File: config.mk
export PLATFORM = sky130hd
export DESIGN_NAME = mount_axis_rate_and_goto_planner_core_flat
export DESIGN_NICKNAME = d
export VERILOG_FILES = /design/src/design/margp_pkg.sv /design/src/design/margp_ifs.sv /design/src/design/margp_mul.sv /design/src/design/margp_div.sv /design/src/design/margp_cfg_regs.sv /design/src/design/mount_axis_rate_and_goto_planner_core.sv /design/src/flat_wrapper.sv
export SDC_FILE = /design/constraint.sdc
export NUM_CORES = 2
export LEC_CHECK = 0
export BUFFER_PORTS_ARGS = -buffer_cell sky130_fd_sc_hd__buf_2
export CORE_MARGIN = 3
export CORE_UTILIZATION = 40
export DETAILED_ROUTE_END_ITERATION = 10
export GPL_TIMING_DRIVEN = 0
export PLACE_DENSITY_LB_ADDON = 0.15
export REMOVE_ABC_BUFFERS = 1
export SLEW_MARGIN = 20
export SYNTH_ARGS = -nofsm -noshare
export SYNTH_HDL_FRONTEND = slang
export SYNTH_SLANG_ARGS = --single-unit
File: constraint.sdc
create_clock -name clk -period 21.4 [get_ports clk]
set_clock_uncertainty 0.2 [all_clocks]
set_input_delay 4.28 -clock clk [delete_from_list [all_inputs] [get_ports clk]]
set_output_delay 4.28 -clock clk [all_outputs]
set_load 0.1 [all_outputs]
File: src/design/margp_pkg.sv
`timescale 1ns / 1ps
// ----------------------------------------------------------------------------
// Mount axis planner package
// Shared constants, register addresses, command codes and the configuration
// and result structures of the mount axis rate and goto planner.
// ----------------------------------------------------------------------------
package margp_pkg;

  localparam int ADDR_W = 3;
  localparam int DATA_W = 24;

  localparam logic [ADDR_W-1:0] REG_RA_STEPS   = 3'd0;
  localparam logic [ADDR_W-1:0] REG_DEC_STEPS  = 3'd1;
  localparam logic [ADDR_W-1:0] REG_RA_TIMER   = 3'd2;
  localparam logic [ADDR_W-1:0] REG_DEC_TIMER  = 3'd3;
  localparam logic [ADDR_W-1:0] REG_RA_FACTOR  = 3'd4;
  localparam logic [ADDR_W-1:0] REG_DEC_FACTOR = 3'd5;
  localparam logic [ADDR_W-1:0] REG_SOUTH      = 3'd6;

  localparam logic [1:0] CMD_CONFIG = 2'd0;
  localparam logic [1:0] CMD_UPDATE = 2'd1;
  localparam logic [1:0] CMD_GOTO   = 2'd2;

  localparam logic [1:0] GEAR_LOW  = 2'd0;
  localparam logic [1:0] GEAR_HIGH = 2'd1;
  localparam logic [1:0] GEAR_SLEW = 2'd2;

  localparam logic [23:0] STEPS_RESET  = 24'd9024000;
  localparam logic [23:0] TIMER_RESET  = 24'd64935;
  localparam logic [7:0]  FACTOR_RESET = 8'd16;

  localparam logic [23:0]  MAX24           = 24'hFFFFFF;
  localparam logic [23:0]  HOME_STEPS      = 24'h800000;
  localparam logic [23:0]  SLOW_MARGIN     = 24'd80000;
  localparam logic [20:0]  ARCSEC_PER_TURN = 21'd1296000;
  localparam logic [127:0] TURBO_NUM       = 128'd165888000000000000;
  localparam logic [127:0] SIDEREAL_DAY_NS = 128'd86164090530833;

  localparam int NUM_W   = 53;
  localparam int DEN_W   = 49;
  localparam int QUOT_W  = 24;
  localparam int MUL_A_W = 33;
  localparam int MUL_B_W = 26;
  localparam int MUL_P_W = 59;

  typedef struct packed {
    logic [1:0][23:0] steps;
    logic [1:0][23:0] timer;
    logic [1:0][7:0]  factor;
    logic             south;
  } cfg_t;

  typedef struct packed {
    logic        accepted;
    logic        set_gearing;
    logic        reverse_dir;
    logic [1:0]  gearing_mode;
    logic [23:0] rate_code;
    logic        move_issued;
    logic [23:0] step_count;
    logic [23:0] slowdown_at;
  } result_t;

endpackage

File: src/design/margp_ifs.sv
`timescale 1ns / 1ps
// ----------------------------------------------------------------------------
// Mount axis planner channels
// Valid/ready channels for command items, result items and register writes.
// ----------------------------------------------------------------------------
interface margp_in_if;
  logic               valid;
  logic               ready;
  logic [1:0]         cmd;
  logic               axis_sel;
  logic signed [24:0] target_rate;
  logic [23:0]        target_turn;
  logic [23:0]        present_steps;

  modport source (output valid, cmd, axis_sel, target_rate, target_turn, present_steps,
                  input ready);
  modport sink (input valid, cmd, axis_sel, target_rate, target_turn, present_steps,
                output ready);
endinterface

interface margp_out_if;
  logic        valid;
  logic        ready;
  logic        accepted;
  logic        set_gearing;
  logic        reverse_dir;
  logic [1:0]  gearing_mode;
  logic [23:0] rate_code;
  logic        move_issued;
  logic [23:0] step_count;
  logic [23:0] slowdown_at;

  modport source (output valid, accepted, set_gearing, reverse_dir, gearing_mode, rate_code,
                  move_issued, step_count, slowdown_at, input ready);
  modport sink (input valid, accepted, set_gearing, reverse_dir, gearing_mode, rate_code,
                move_issued, step_count, slowdown_at, output ready);
endinterface

interface margp_cfg_if;
  import margp_pkg::*;
  logic              valid;
  logic              ready;
  logic [ADDR_W-1:0] addr;
  logic [DATA_W-1:0] data;

  modport source (output valid, addr, data, input ready);
  modport sink (input valid, addr, data, output ready);
endinterface

File: src/design/margp_mul.sv
`timescale 1ns / 1ps
// ----------------------------------------------------------------------------
// Mount axis planner shared multiplier
// Signed multiplier with a registered product, time-shared by the sequencer.
// ----------------------------------------------------------------------------
module margp_mul (
  input  logic                                  clk,
  input  logic                                  en,
  input  logic signed [margp_pkg::MUL_A_W-1:0]  a,
  input  logic signed [margp_pkg::MUL_B_W-1:0]  b,
  output logic signed [margp_pkg::MUL_P_W-1:0]  p_r
);
  import margp_pkg::*;

  logic signed [MUL_P_W-1:0] p_nxt;

  assign p_nxt = a * b;

  always_ff @(posedge clk) begin
    if (en) begin
      p_r <= p_nxt;
    end
  end

endmodule

File: src/design/margp_div.sv
`timescale 1ns / 1ps
// ----------------------------------------------------------------------------
// Mount axis planner divider
// Restoring shift-subtract divider, one quotient bit per cycle, with a
// saturating 24-bit quotient rounded half to even.
// ----------------------------------------------------------------------------
module margp_div #(
  parameter int NUM_W = 63
) (
  input  logic                                clk,
  input  logic                                rst_n,
  input  logic                                start,
  input  logic [NUM_W-1:0]                    num,
  input  logic [margp_pkg::DEN_W-1:0]         den,
  output logic                                done_r,
  output logic [margp_pkg::QUOT_W-1:0]        quot_r
);
  import margp_pkg::*;

  localparam int HI_W  = NUM_W - QUOT_W;
  localparam int CMP_W = (HI_W > DEN_W) ? HI_W : DEN_W;
  localparam int REM_W = DEN_W + 1;
  localparam int CNT_W = $clog2(QUOT_W);
  localparam logic [CNT_W-1:0] LAST = CNT_W'(QUOT_W - 1);

  typedef enum logic [1:0] {D_IDLE, D_RUN, D_ROUND} dstate_t;

  dstate_t             state_r;
  logic [DEN_W-1:0]    den_r;
  logic [REM_W-1:0]    rem_r;
  logic [QUOT_W-1:0]   lo_r;
  logic [QUOT_W-1:0]   q_r;
  logic [CNT_W-1:0]    cnt_r;

  logic [HI_W-1:0]     hi_c;
  logic                ovf_c;
  logic [REM_W-1:0]    rem_sh;
  logic                ge_c;
  logic [REM_W-1:0]    rem_sub;
  logic [REM_W:0]      twice_c;
  logic                up_c;

  assign hi_c    = num[NUM_W-1:QUOT_W];
  assign ovf_c   = (den == '0) || (CMP_W'(hi_c) >= CMP_W'(den));
  assign rem_sh  = {rem_r[DEN_W-1:0], lo_r[QUOT_W-1]};
  assign ge_c    = rem_sh >= REM_W'(den_r);
  assign rem_sub = rem_sh - REM_W'(den_r);
  assign twice_c = {rem_r, 1'b0};
  assign up_c    = (twice_c > (REM_W+1)'(den_r)) ||
                   ((twice_c == (REM_W+1)'(den_r)) && q_r[0]);

  always_ff @(posedge clk) begin
    if (!rst_n) begin
      state_r <= D_IDLE;
      done_r  <= 1'b0;
    end else begin
      done_r <= 1'b0;
      unique case (state_r)
        D_IDLE: begin
          if (start) begin
            if (ovf_c) begin
              quot_r <= MAX24;
              done_r <= 1'b1;
            end else begin
              den_r   <= den;
              rem_r   <= REM_W'(hi_c);
              lo_r    <= num[QUOT_W-1:0];
              q_r     <= '0;
              cnt_r   <= '0;
              state_r <= D_RUN;
            end
          end
        end
        D_RUN: begin
          rem_r <= ge_c ? rem_sub : rem_sh;
          q_r   <= {q_r[QUOT_W-2:0], ge_c};
          lo_r  <= {lo_r[QUOT_W-2:0], 1'b0};
          cnt_r <= cnt_r + 1'b1;
          if (cnt_r == LAST) begin
            state_r <= D_ROUND;
          end
        end
        D_ROUND: begin
          if (up_c && (q_r != MAX24)) begin
            quot_r <= q_r + 1'b1;
          end else begin
            quot_r <= q_r;
          end
          done_r  <= 1'b1;
          state_r <= D_IDLE;
        end
        default: begin
          state_r <= D_IDLE;
        end
      endcase
    end
  end

endmodule

File: src/design/margp_cfg_regs.sv
`timescale 1ns / 1ps
// ----------------------------------------------------------------------------
// Mount axis planner register file
// Holds the per-axis gearing, timer and site registers written over the
// configuration channel.
// ----------------------------------------------------------------------------
module margp_cfg_regs (
  input  logic              clk,
  input  logic              rst_n,
  margp_cfg_if.sink         cfg_ch,
  output margp_pkg::cfg_t   cfg_r
);
  import margp_pkg::*;

  assign cfg_ch.ready = rst_n;

  always_ff @(posedge clk) begin
    if (!rst_n) begin
      cfg_r.steps  <= {STEPS_RESET, STEPS_RESET};
      cfg_r.timer  <= {TIMER_RESET, TIMER_RESET};
      cfg_r.factor <= {FACTOR_RESET, FACTOR_RESET};
      cfg_r.south  <= 1'b0;
    end else if (cfg_ch.valid) begin
      unique case (cfg_ch.addr)
        REG_RA_STEPS:   cfg_r.steps[0]  <= cfg_ch.data[23:0];
        REG_DEC_STEPS:  cfg_r.steps[1]  <= cfg_ch.data[23:0];
        REG_RA_TIMER:   cfg_r.timer[0]  <= cfg_ch.data[23:0];
        REG_DEC_TIMER:  cfg_r.timer[1]  <= cfg_ch.data[23:0];
        REG_RA_FACTOR:  cfg_r.factor[0] <= cfg_ch.data[7:0];
        REG_DEC_FACTOR: cfg_r.factor[1] <= cfg_ch.data[7:0];
        REG_SOUTH:      cfg_r.south     <= cfg_ch.data[0];
        default: begin
        end
      endcase
    end
  end

endmodule

File: src/design/mount_axis_rate_and_goto_planner_core.sv
`timescale 1ns / 1ps
// ----------------------------------------------------------------------------
// Mount axis rate and goto planner
// Sequencer that plans rate and goto commands for a two-axis mount using one
// shared multiplier and one iterative divider.
// ----------------------------------------------------------------------------
// The block works on one item at a time and drops in_ch.ready from
// acceptance until its result is stored in the output register. A rate
// command runs the 24 iterations of the shift-subtract divider that forms
// the rate code, unless the rate code saturates without dividing; a
// refused update stops before the divider, and a goto uses the multiplier
// and no divider. A finished result waits in the output register while the
// next item is accepted, and a result that finds that register still
// occupied holds the block until the waiting item is taken.
module mount_axis_rate_and_goto_planner_core #(
  parameter int POSITION_BITS  = 24,
  parameter int RATE_FRAC_BITS = 10
) (
  input  logic         clk,
  input  logic         rst_n,
  margp_in_if.sink     in_ch,
  margp_out_if.source  out_ch,
  margp_cfg_if.sink    cfg_ch
);
  import margp_pkg::*;

  localparam int SW        = POSITION_BITS + 34;
  localparam int QW        = SW - POSITION_BITS;
  localparam int DIV_NUM_W = NUM_W + RATE_FRAC_BITS;
  localparam logic [127:0] TURBO_THR = (TURBO_NUM << RATE_FRAC_BITS) / SIDEREAL_DAY_NS;
  localparam logic [33:0]  TURN_WRAP = 34'(3) << (POSITION_BITS - 2);
  localparam logic signed [33:0] TURN_SPAN = 34'(1) << POSITION_BITS;

  typedef enum logic [3:0] {
    S_IDLE, S_PREP, S_TURBO, S_NUM, S_DIV, S_WAIT,
    S_GSUM, S_GRND, S_GDELTA, S_GFIN, S_DONE
  } state_t;

  cfg_t cfg;

  state_t              state_r;
  logic [1:0]          cmd_r;
  logic                ax_r;
  logic signed [24:0]  rate_r;
  logic [23:0]         turn_r;
  logic [23:0]         present_r;
  logic [24:0]         m_r;
  logic                rev_r;
  logic                turbo_r;
  logic                change_r;
  logic [DEN_W-1:0]    den_r;
  logic signed [SW-1:0] s_r;
  logic [QW:0]         target_r;
  logic signed [QW+1:0] delta_r;
  result_t             res_r;
  result_t             out_r;
  logic                out_valid_r;
  logic [1:0]          cache_valid_r;
  logic [1:0]          cache_rev_r;
  logic [1:0]          cache_turbo_r;

  logic [23:0]          steps_c;
  logic [23:0]          timer_c;
  logic [7:0]           factor_c;
  logic signed [25:0]   rate_ext;
  logic signed [25:0]   rate_adj;
  logic                 rev_c;
  logic [24:0]          m_c;
  logic signed [33:0]   turn_ext;
  logic signed [33:0]   t_c;
  logic                 turbo_c;
  logic [7:0]           fac_c;
  logic                 change_c;
  logic                 mul_en;
  logic signed [MUL_A_W-1:0] mul_a;
  logic signed [MUL_B_W-1:0] mul_b;
  logic signed [MUL_P_W-1:0] mul_p_r;
  logic [DIV_NUM_W-1:0] div_num;
  logic                 div_done;
  logic [QUOT_W-1:0]    div_quot;
  logic [23:0]          zero_c;
  logic signed [SW-1:0] zero_sh;
  logic signed [SW-1:0] s_c;
  logic [SW-1:0]        us_c;
  logic [QW-1:0]        q_c;
  logic [POSITION_BITS-1:0] r_c;
  logic                 up_c;
  logic [QW:0]          target_c;
  logic signed [QW+1:0] delta_c;
  logic [QW:0]          dist_c;
  logic [QW:0]          slow_c;
  logic [23:0]          dist_sat;
  logic [23:0]          slow_sat;

  margp_cfg_regs u_cfg (
    .clk    (clk),
    .rst_n  (rst_n),
    .cfg_ch (cfg_ch),
    .cfg_r  (cfg)
  );

  assign steps_c  = cfg.steps[ax_r];
  assign timer_c  = cfg.timer[ax_r];
  assign factor_c = cfg.factor[ax_r];

  assign rate_ext = 26'(rate_r);
  assign rate_adj = (cfg.south && !ax_r) ? -rate_ext : rate_ext;
  assign rev_c    = rate_adj[25];
  assign m_c      = rev_c ? 25'(-rate_adj) : 25'(rate_adj);

  assign turn_ext = $signed(34'(turn_r));
  assign t_c      = (34'(turn_r) > TURN_WRAP) ? turn_ext - TURN_SPAN : turn_ext;

  assign turbo_c  = 128'(m_r) > TURBO_THR;
  assign fac_c    = !turbo_c ? 8'd1 : ((factor_c == '0) ? 8'd1 : factor_c);
  assign change_c = turbo_c || !cache_valid_r[ax_r] || (cache_rev_r[ax_r] != rev_r) ||
                    cache_turbo_r[ax_r];

  always_comb begin
    mul_en = 1'b1;
    unique case (state_r)
      S_PREP: begin
        mul_a = {9'b0, steps_c};
        mul_b = (cmd_r == CMD_GOTO) ? 26'(t_c) : {1'b0, m_c};
      end
      S_TURBO: begin
        mul_a = {9'b0, timer_c};
        mul_b = {18'b0, fac_c};
      end
      S_NUM: begin
        mul_a = {1'b0, mul_p_r[31:0]};
        mul_b = 26'(ARCSEC_PER_TURN);
      end
      default: begin
        mul_en = 1'b0;
        mul_a  = '0;
        mul_b  = '0;
      end
    endcase
  end

  margp_mul u_mul (
    .clk (clk),
    .en  (mul_en),
    .a   (mul_a),
    .b   (mul_b),
    .p_r (mul_p_r)
  );

  assign div_num = DIV_NUM_W'(mul_p_r[NUM_W-1:0]) << RATE_FRAC_BITS;

  margp_div #(
    .NUM_W (DIV_NUM_W)
  ) u_div (
    .clk    (clk),
    .rst_n  (rst_n),
    .start  (state_r == S_DIV),
    .num    (div_num),
    .den    (den_r),
    .done_r (div_done),
    .quot_r (div_quot)
  );

  assign zero_c   = HOME_STEPS - {2'b00, steps_c[23:2]};
  assign zero_sh  = SW'(zero_c) << POSITION_BITS;
  assign s_c      = zero_sh + SW'(mul_p_r);
  assign us_c     = s_r[SW-1] ? '0 : s_r;
  assign q_c      = us_c[SW-1:POSITION_BITS];
  assign r_c      = us_c[POSITION_BITS-1:0];
  assign up_c     = r_c[POSITION_BITS-1] && ((|r_c[POSITION_BITS-2:0]) || q_c[0]);
  assign target_c = {1'b0, q_c} + (QW+1)'(up_c);
  assign delta_c  = $signed({1'b0, target_r}) - $signed((QW+2)'(present_r));
  assign dist_c   = delta_r[QW+1] ? (QW+1)'(-delta_r) : (QW+1)'(delta_r);
  assign slow_c   = (dist_c >= (QW+1)'(SLOW_MARGIN)) ? dist_c - (QW+1)'(SLOW_MARGIN)
                                                     : dist_c >> 1;
  assign dist_sat = (dist_c > (QW+1)'(MAX24)) ? MAX24 : dist_c[23:0];
  assign slow_sat = (slow_c > (QW+1)'(MAX24)) ? MAX24 : slow_c[23:0];

  always_ff @(posedge clk) begin
    if (!rst_n) begin
      state_r       <= S_IDLE;
      out_valid_r   <= 1'b0;
      cache_valid_r <= '0;
      cache_rev_r   <= '0;
      cache_turbo_r <= '0;
    end else begin
      if (out_valid_r && out_ch.ready && (state_r != S_DONE)) begin
        out_valid_r <= 1'b0;
      end
      unique case (state_r)
        S_IDLE: begin
          if (in_ch.valid) begin
            cmd_r     <= in_ch.cmd;
            ax_r      <= in_ch.axis_sel;
            rate_r    <= in_ch.target_rate;
            turn_r    <= in_ch.target_turn;
            present_r <= in_ch.present_steps;
            state_r   <= S_PREP;
          end
        end
        S_PREP: begin
          res_r <= '0;
          m_r   <= m_c;
          rev_r <= rev_c;
          unique case (cmd_r)
            CMD_CONFIG, CMD_UPDATE: state_r <= S_TURBO;
            CMD_GOTO:               state_r <= S_GSUM;
            default:                state_r <= S_DONE;
          endcase
        end
        S_TURBO: begin
          den_r    <= mul_p_r[DEN_W-1:0];
          turbo_r  <= turbo_c;
          change_r <= change_c;
          state_r  <= S_NUM;
        end
        S_NUM: begin
          if ((cmd_r == CMD_UPDATE) && change_r) begin
            state_r <= S_DONE;
          end else begin
            state_r <= S_DIV;
          end
        end
        S_DIV: begin
          state_r <= S_WAIT;
        end
        S_WAIT: begin
          if (div_done) begin
            res_r.accepted     <= 1'b1;
            res_r.set_gearing  <= (cmd_r == CMD_CONFIG) && change_r;
            res_r.reverse_dir  <= rev_r;
            res_r.gearing_mode <= turbo_r ? GEAR_HIGH : GEAR_LOW;
            res_r.rate_code    <= div_quot;
            cache_valid_r[ax_r] <= 1'b1;
            cache_rev_r[ax_r]   <= rev_r;
            cache_turbo_r[ax_r] <= turbo_r;
            state_r <= S_DONE;
          end
        end
        S_GSUM: begin
          s_r     <= s_c;
          state_r <= S_GRND;
        end
        S_GRND: begin
          target_r <= target_c;
          state_r  <= S_GDELTA;
        end
        S_GDELTA: begin
          delta_r <= delta_c;
          state_r <= S_GFIN;
        end
        S_GFIN: begin
          res_r.accepted <= 1'b1;
          if (delta_r != '0) begin
            res_r.set_gearing  <= 1'b1;
            res_r.reverse_dir  <= delta_r[QW+1];
            res_r.gearing_mode <= GEAR_SLEW;
            res_r.move_issued  <= 1'b1;
            res_r.step_count   <= dist_sat;
            res_r.slowdown_at  <= slow_sat;
            cache_valid_r[ax_r] <= 1'b0;
            cache_rev_r[ax_r]   <= delta_r[QW+1];
          end
          state_r <= S_DONE;
        end
        S_DONE: begin
          if (!out_valid_r || out_ch.ready) begin
            out_r       <= res_r;
            out_valid_r <= 1'b1;
            state_r     <= S_IDLE;
          end
        end
        default: begin
          state_r <= S_IDLE;
        end
      endcase
    end
  end

  assign in_ch.ready         = (state_r == S_IDLE) && rst_n;
  assign out_ch.valid        = out_valid_r;
  assign out_ch.accepted     = out_r.accepted;
  assign out_ch.set_gearing  = out_r.set_gearing;
  assign out_ch.reverse_dir  = out_r.reverse_dir;
  assign out_ch.gearing_mode = out_r.gearing_mode;
  assign out_ch.rate_code    = out_r.rate_code;
  assign out_ch.move_issued  = out_r.move_issued;
  assign out_ch.step_count   = out_r.step_count;
  assign out_ch.slowdown_at  = out_r.slowdown_at;

endmodule

File: src/flat_wrapper.sv
// flat-port wrapper written by rule: the top's interface ports become plain ports
module mount_axis_rate_and_goto_planner_core_flat import margp_pkg::*;
#(
  parameter int POSITION_BITS  = 24,
  parameter int RATE_FRAC_BITS = 10
)
  (clk, rst_n, in_ch_valid, in_ch_cmd, in_ch_axis_sel, in_ch_target_rate, in_ch_target_turn, in_ch_present_steps, in_ch_ready, out_ch_valid, out_ch_accepted, out_ch_set_gearing, out_ch_reverse_dir, out_ch_gearing_mode, out_ch_rate_code, out_ch_move_issued, out_ch_step_count, out_ch_slowdown_at, out_ch_ready, cfg_ch_valid, cfg_ch_addr, cfg_ch_data, cfg_ch_ready);
  margp_in_if in_ch_i ();
  margp_out_if out_ch_i ();
  margp_cfg_if cfg_ch_i ();
  input  logic clk;
  input  logic rst_n;
  input wire logic [$bits(in_ch_i.valid)-1:0] in_ch_valid;
  input wire logic [$bits(in_ch_i.cmd)-1:0] in_ch_cmd;
  input wire logic [$bits(in_ch_i.axis_sel)-1:0] in_ch_axis_sel;
  input wire logic [$bits(in_ch_i.target_rate)-1:0] in_ch_target_rate;
  input wire logic [$bits(in_ch_i.target_turn)-1:0] in_ch_target_turn;
  input wire logic [$bits(in_ch_i.present_steps)-1:0] in_ch_present_steps;
  output wire logic [$bits(in_ch_i.ready)-1:0] in_ch_ready;
  output wire logic [$bits(out_ch_i.valid)-1:0] out_ch_valid;
  output wire logic [$bits(out_ch_i.accepted)-1:0] out_ch_accepted;
  output wire logic [$bits(out_ch_i.set_gearing)-1:0] out_ch_set_gearing;
  output wire logic [$bits(out_ch_i.reverse_dir)-1:0] out_ch_reverse_dir;
  output wire logic [$bits(out_ch_i.gearing_mode)-1:0] out_ch_gearing_mode;
  output wire logic [$bits(out_ch_i.rate_code)-1:0] out_ch_rate_code;
  output wire logic [$bits(out_ch_i.move_issued)-1:0] out_ch_move_issued;
  output wire logic [$bits(out_ch_i.step_count)-1:0] out_ch_step_count;
  output wire logic [$bits(out_ch_i.slowdown_at)-1:0] out_ch_slowdown_at;
  input wire logic [$bits(out_ch_i.ready)-1:0] out_ch_ready;
  input wire logic [$bits(cfg_ch_i.valid)-1:0] cfg_ch_valid;
  input wire logic [$bits(cfg_ch_i.addr)-1:0] cfg_ch_addr;
  input wire logic [$bits(cfg_ch_i.data)-1:0] cfg_ch_data;
  output wire logic [$bits(cfg_ch_i.ready)-1:0] cfg_ch_ready;
  assign in_ch_i.valid = in_ch_valid;
  assign in_ch_i.cmd = in_ch_cmd;
  assign in_ch_i.axis_sel = in_ch_axis_sel;
  assign in_ch_i.target_rate = in_ch_target_rate;
  assign in_ch_i.target_turn = in_ch_target_turn;
  assign in_ch_i.present_steps = in_ch_present_steps;
  assign in_ch_ready = in_ch_i.ready;
  assign out_ch_valid = out_ch_i.valid;
  assign out_ch_accepted = out_ch_i.accepted;
  assign out_ch_set_gearing = out_ch_i.set_gearing;
  assign out_ch_reverse_dir = out_ch_i.reverse_dir;
  assign out_ch_gearing_mode = out_ch_i.gearing_mode;
  assign out_ch_rate_code = out_ch_i.rate_code;
  assign out_ch_move_issued = out_ch_i.move_issued;
  assign out_ch_step_count = out_ch_i.step_count;
  assign out_ch_slowdown_at = out_ch_i.slowdown_at;
  assign out_ch_i.ready = out_ch_ready;
  assign cfg_ch_i.valid = cfg_ch_valid;
  assign cfg_ch_i.addr = cfg_ch_addr;
  assign cfg_ch_i.data = cfg_ch_data;
  assign cfg_ch_ready = cfg_ch_i.ready;
  mount_axis_rate_and_goto_planner_core #(.POSITION_BITS(POSITION_BITS), .RATE_FRAC_BITS(RATE_FRAC_BITS)) u_core (.clk(clk), .rst_n(rst_n), .in_ch(in_ch_i), .out_ch(out_ch_i), .cfg_ch(cfg_ch_i));
endmodule
==> results.toml <==
[status]
status = "complete, no violations"

[timing]
period_minus_slack_ns = 13.83
finalSetupTns_ns = 0
slew_headroom = 0.143
finalMaxSlewViolations = 0
finalHoldViolCount = 0
fin_crit_sh = 0.646
fmax_mhz = 72.3
tightest_slew_ns = 1.28
rsz0062_at_grt = "no"
whs_ns = 0.205
setup_viol = 0

[synth]
synth.avg_cell_area_um2 = 9.91
synthCells = 6658
syn-cell-area_um2 = 66000
yosys_warnings = 0
synth_top_area_frac = 0.301
ys_types = 90
synth_top_family_by_area = "adder cells"
seq_area_frac_synth = 0.339
yosys.area_share.simple = 0.146
synth.area.top_cells = "edfxtp_1 (30%), fa_1 (22%), ha_1 (7.0%)"
yosys-mux-area-fraction = 0.0161
synthAdderAreaFrac = 0.290
ys_async_sr_fraction = 0
synth_flop_cell = "edfxtp_1"
synth_compound_area_frac = 0.0930
synth_edf_count = 661
yosys_register_bits = 788
synth_area_leader_cell = "edfxtp_1"
synth-xor-area-share = 0.0416

[min_path]
hold_class = "reg2reg"

[die]
fp.coreArea_um2 = 163000
fp.dieArea_um2 = 170000
start_util = 0.404
ios = 189
die_h_um = 412
fp-row-count = 148
die_w_um = 412

[final_layout]
final_area_um2 = 73800
multi_input_area_um2 = 39500
fin_nets = 8079
layout-drive-gt1-share = 0.0748
fill_cells = 15673
fin_util = 0.452
syn_to_final_growth_pct = 12.0
seq_area_um2 = 22400

[critical_path]
crit_path_start_kind = "register"
critical-path-top-delay-family = "compound AO/OA/AOI/OAI gates"
slowest_delay_ns = 0.94
worst_ep_required_time_ns = 21.63
end_kind = "register"
crit_fanout = 19
crit_path_frequent_cell = "fa_1"
cp_slowest_cell = "a221o_1"
critPathArrivalTime_ns = 14.06
cp.buffers_inverters = 7
worstSetupPathType = "reg2reg"

[clocking]
clk_latency_ns = 0.71
cts_max_level = 3
clkSlewWorstSetupHoldPaths_ns = 0.06
cts_resized = 0
cts_buffers = 89
cts_tree = "built"
hold_buffers = 0
clockBufferDepth = 3
cts.sink_count = 788
postCtsSetupRepairBufs = 0
cts_root_buf = "clkbuf_16"

[route]
dr.first_iter.drc_count = 3546
viasPerCell = 5.23
drc = 0
ant_nets = 0
wire_per_inst_um = 21.2
routed_wl_um = 194000
num_vias = 47849
dr.pass1.iters = 6

[global_route]
grt_usage = 0.231
grt_pass1_vias = 48506
grt_max_degree = 77
grt_pass1_wl_um = 298000
grt_antenna_before_repair = 30
grt_overflow_total = 0

[power]
ir_worst_vdd_uv = 132
power.density_nw_per_um2 = 102
p_leak_nw = 32.3

[placement]
gp_congestion = 0.891
dp_hpwl_um = 153000
placed_area_um2 = 70700
port_buffers = 188

[run]
drv_cap = 0
==> final timing paths <==
kind / slack (ns) / from / endpoint / depth (start not counted)
worst max-delay path: 7.57 / u_core.ax_r / u_core.u_mul.p_r[56] / 36
worst min-delay path: 0.20 / u_core.res_r[50] / u_core.out_ch.rate_code[1] / 0
worst max register to register: 7.57 / u_core.ax_r / u_core.u_mul.p_r[56] / 36
worst min register to register: 0.20 / u_core.res_r[50] / u_core.out_ch.rate_code[1] / 0
==> report_power, final <==
group	internal, mW	total (mW)	switching [mW]
sequential	1.94	2.16	0.223
combinational	1.27	3.70	2.43
clock	0.976	1.63	0.654
total	4.19	7.50	3.31
==> layout by cell type (no fill, tap or decap), drive strengths merged, types with 14 or more instances in the layout <==
cell / synthesis / final
xor2: 119 / 119
clkbuf: 235 / 117
ha: 371 / 371
clkinv: 2 / 30
or2: 23 / 23
nor3: 83 / 83
buf: 44 / 274
a211oi: 21 / 21
a21oi: 239 / 239
nand3: 134 / 134
edfxtp: 661 / 661
inv: 1015 / 1018
conb: 2 / 136
nor2: 469 / 469
fa: 722 / 722
nand4: 51 / 51
a21o: 98 / 98
diode: 0 / 15
nor4: 49 / 49
a21boi: 80 / 80
nor3b: 19 / 19
o211ai: 17 / 17
nand2b: 67 / 67
o21ai: 237 / 237
and3: 53 / 53
nand2: 935 / 935
mux2i: 95 / 95
o21bai: 27 / 27
o31ai: 24 / 24
and2: 84 / 84
xnor2: 194 / 194
o21a: 30 / 30
nor2b: 57 / 57
bufinv: 0 / 14
or3: 35 / 35
or4: 16 / 16
dfxtp: 127 / 127
a2111oi: 16 / 16
a221oi: 27 / 27
a31oi: 27 / 27
==> final cells by class <==
class / instances / area share
antenna: 15 / 0.000508
clock buffer: 117 / 0.0330
clock inverter: 49 / 0.00910
inverter: 1017 / 0.0517
multi-input combinational: 4708 / 0.535
sequential: 788 / 0.303
tap: 2175 / 0.0369
timing repair buffer: 274 / 0.0310
==> sequential cells by signal, summed over array words and instances (netlist names), 25 cells and up, named ones only <==
register,flops
u_core.delta_r,36
u_core.den_r,49
u_core.m_r,25
u_core.rate_r,25
u_core.res_r,78
u_core.s_r,58
u_core.target_r,34
u_core.u_cfg.cfg_r,113
u_core.u_div.den_r,49
u_core.u_div.rem_r,50
u_core.u_mul.p_r,58
==> cells by family (layout without fill, tap and decap cells) <==
kind of cell / count (synthesis) / in the layout
AO/OA/AOI/OAI: 952 / 952
XOR/XNOR: 313 / 313
adder cells (fa/ha/maj): 1093 / 1093
buffers and inverters: 1296 / 1457
flip-flops: 788 / 788
multiplexers: 105 / 105
other: 2 / 151
AND/OR/NAND/NOR: 2109 / 2109
==> routing by layer <==
layer  GRT usage  vias up  routed length [um]
met2       0.378     1304               91100
met4      0.0842       12                6930
li1            -    22297                   -
met1       0.310    23949               84600
met5           0        -                  73
met3      0.0366      287               11500
==> synth_stat cells, types with 9 or more instances <==
cell type	instances
a2111oi_0	16
a211oi_1	20
a21boi_0	80
a21o_1	98
a21oi_1	238
a221oi_1	27
a31oi_1	27
and2_1	82
and3_1	53
and4_1	10
buf_1	27
buf_2	11
clkbuf_1	235
dfxtp_1	127
edfxtp_1	661
fa_1	722
ha_1	371
inv_1	1015
mux2_2	10
mux2i_1	95
nand2_1	935
nand2b_1	66
nand3_1	134
nand4_1	51
nor2_1	468
nor2b_1	57
nor3_1	83
nor3b_1	17
nor4_1	46
o211ai_1	17
o21a_1	30
o21ai_0	232
o21bai_1	27
o22ai_1	9
o31ai_1	24
o41ai_1	12
or2_2	23
or3_1	34
or4_1	15
xnor2_1	194
xor2_1	119
==> through the flow <==
stage / cells / setup slack [ns] / total power [mW]
floorplan: 6513 / 8.10 / 4.33
global placement: 8876 / 0.916 / 5.74
detailed placement: 8962 / 7.86 / 5.84
CTS: 9128 / 7.80 / 7.50
global route: 9131 / 6.99 / 7.98
finish: 9143 / 7.57 / 7.50
No activity file was read; power rests on OpenSTA's default activity.
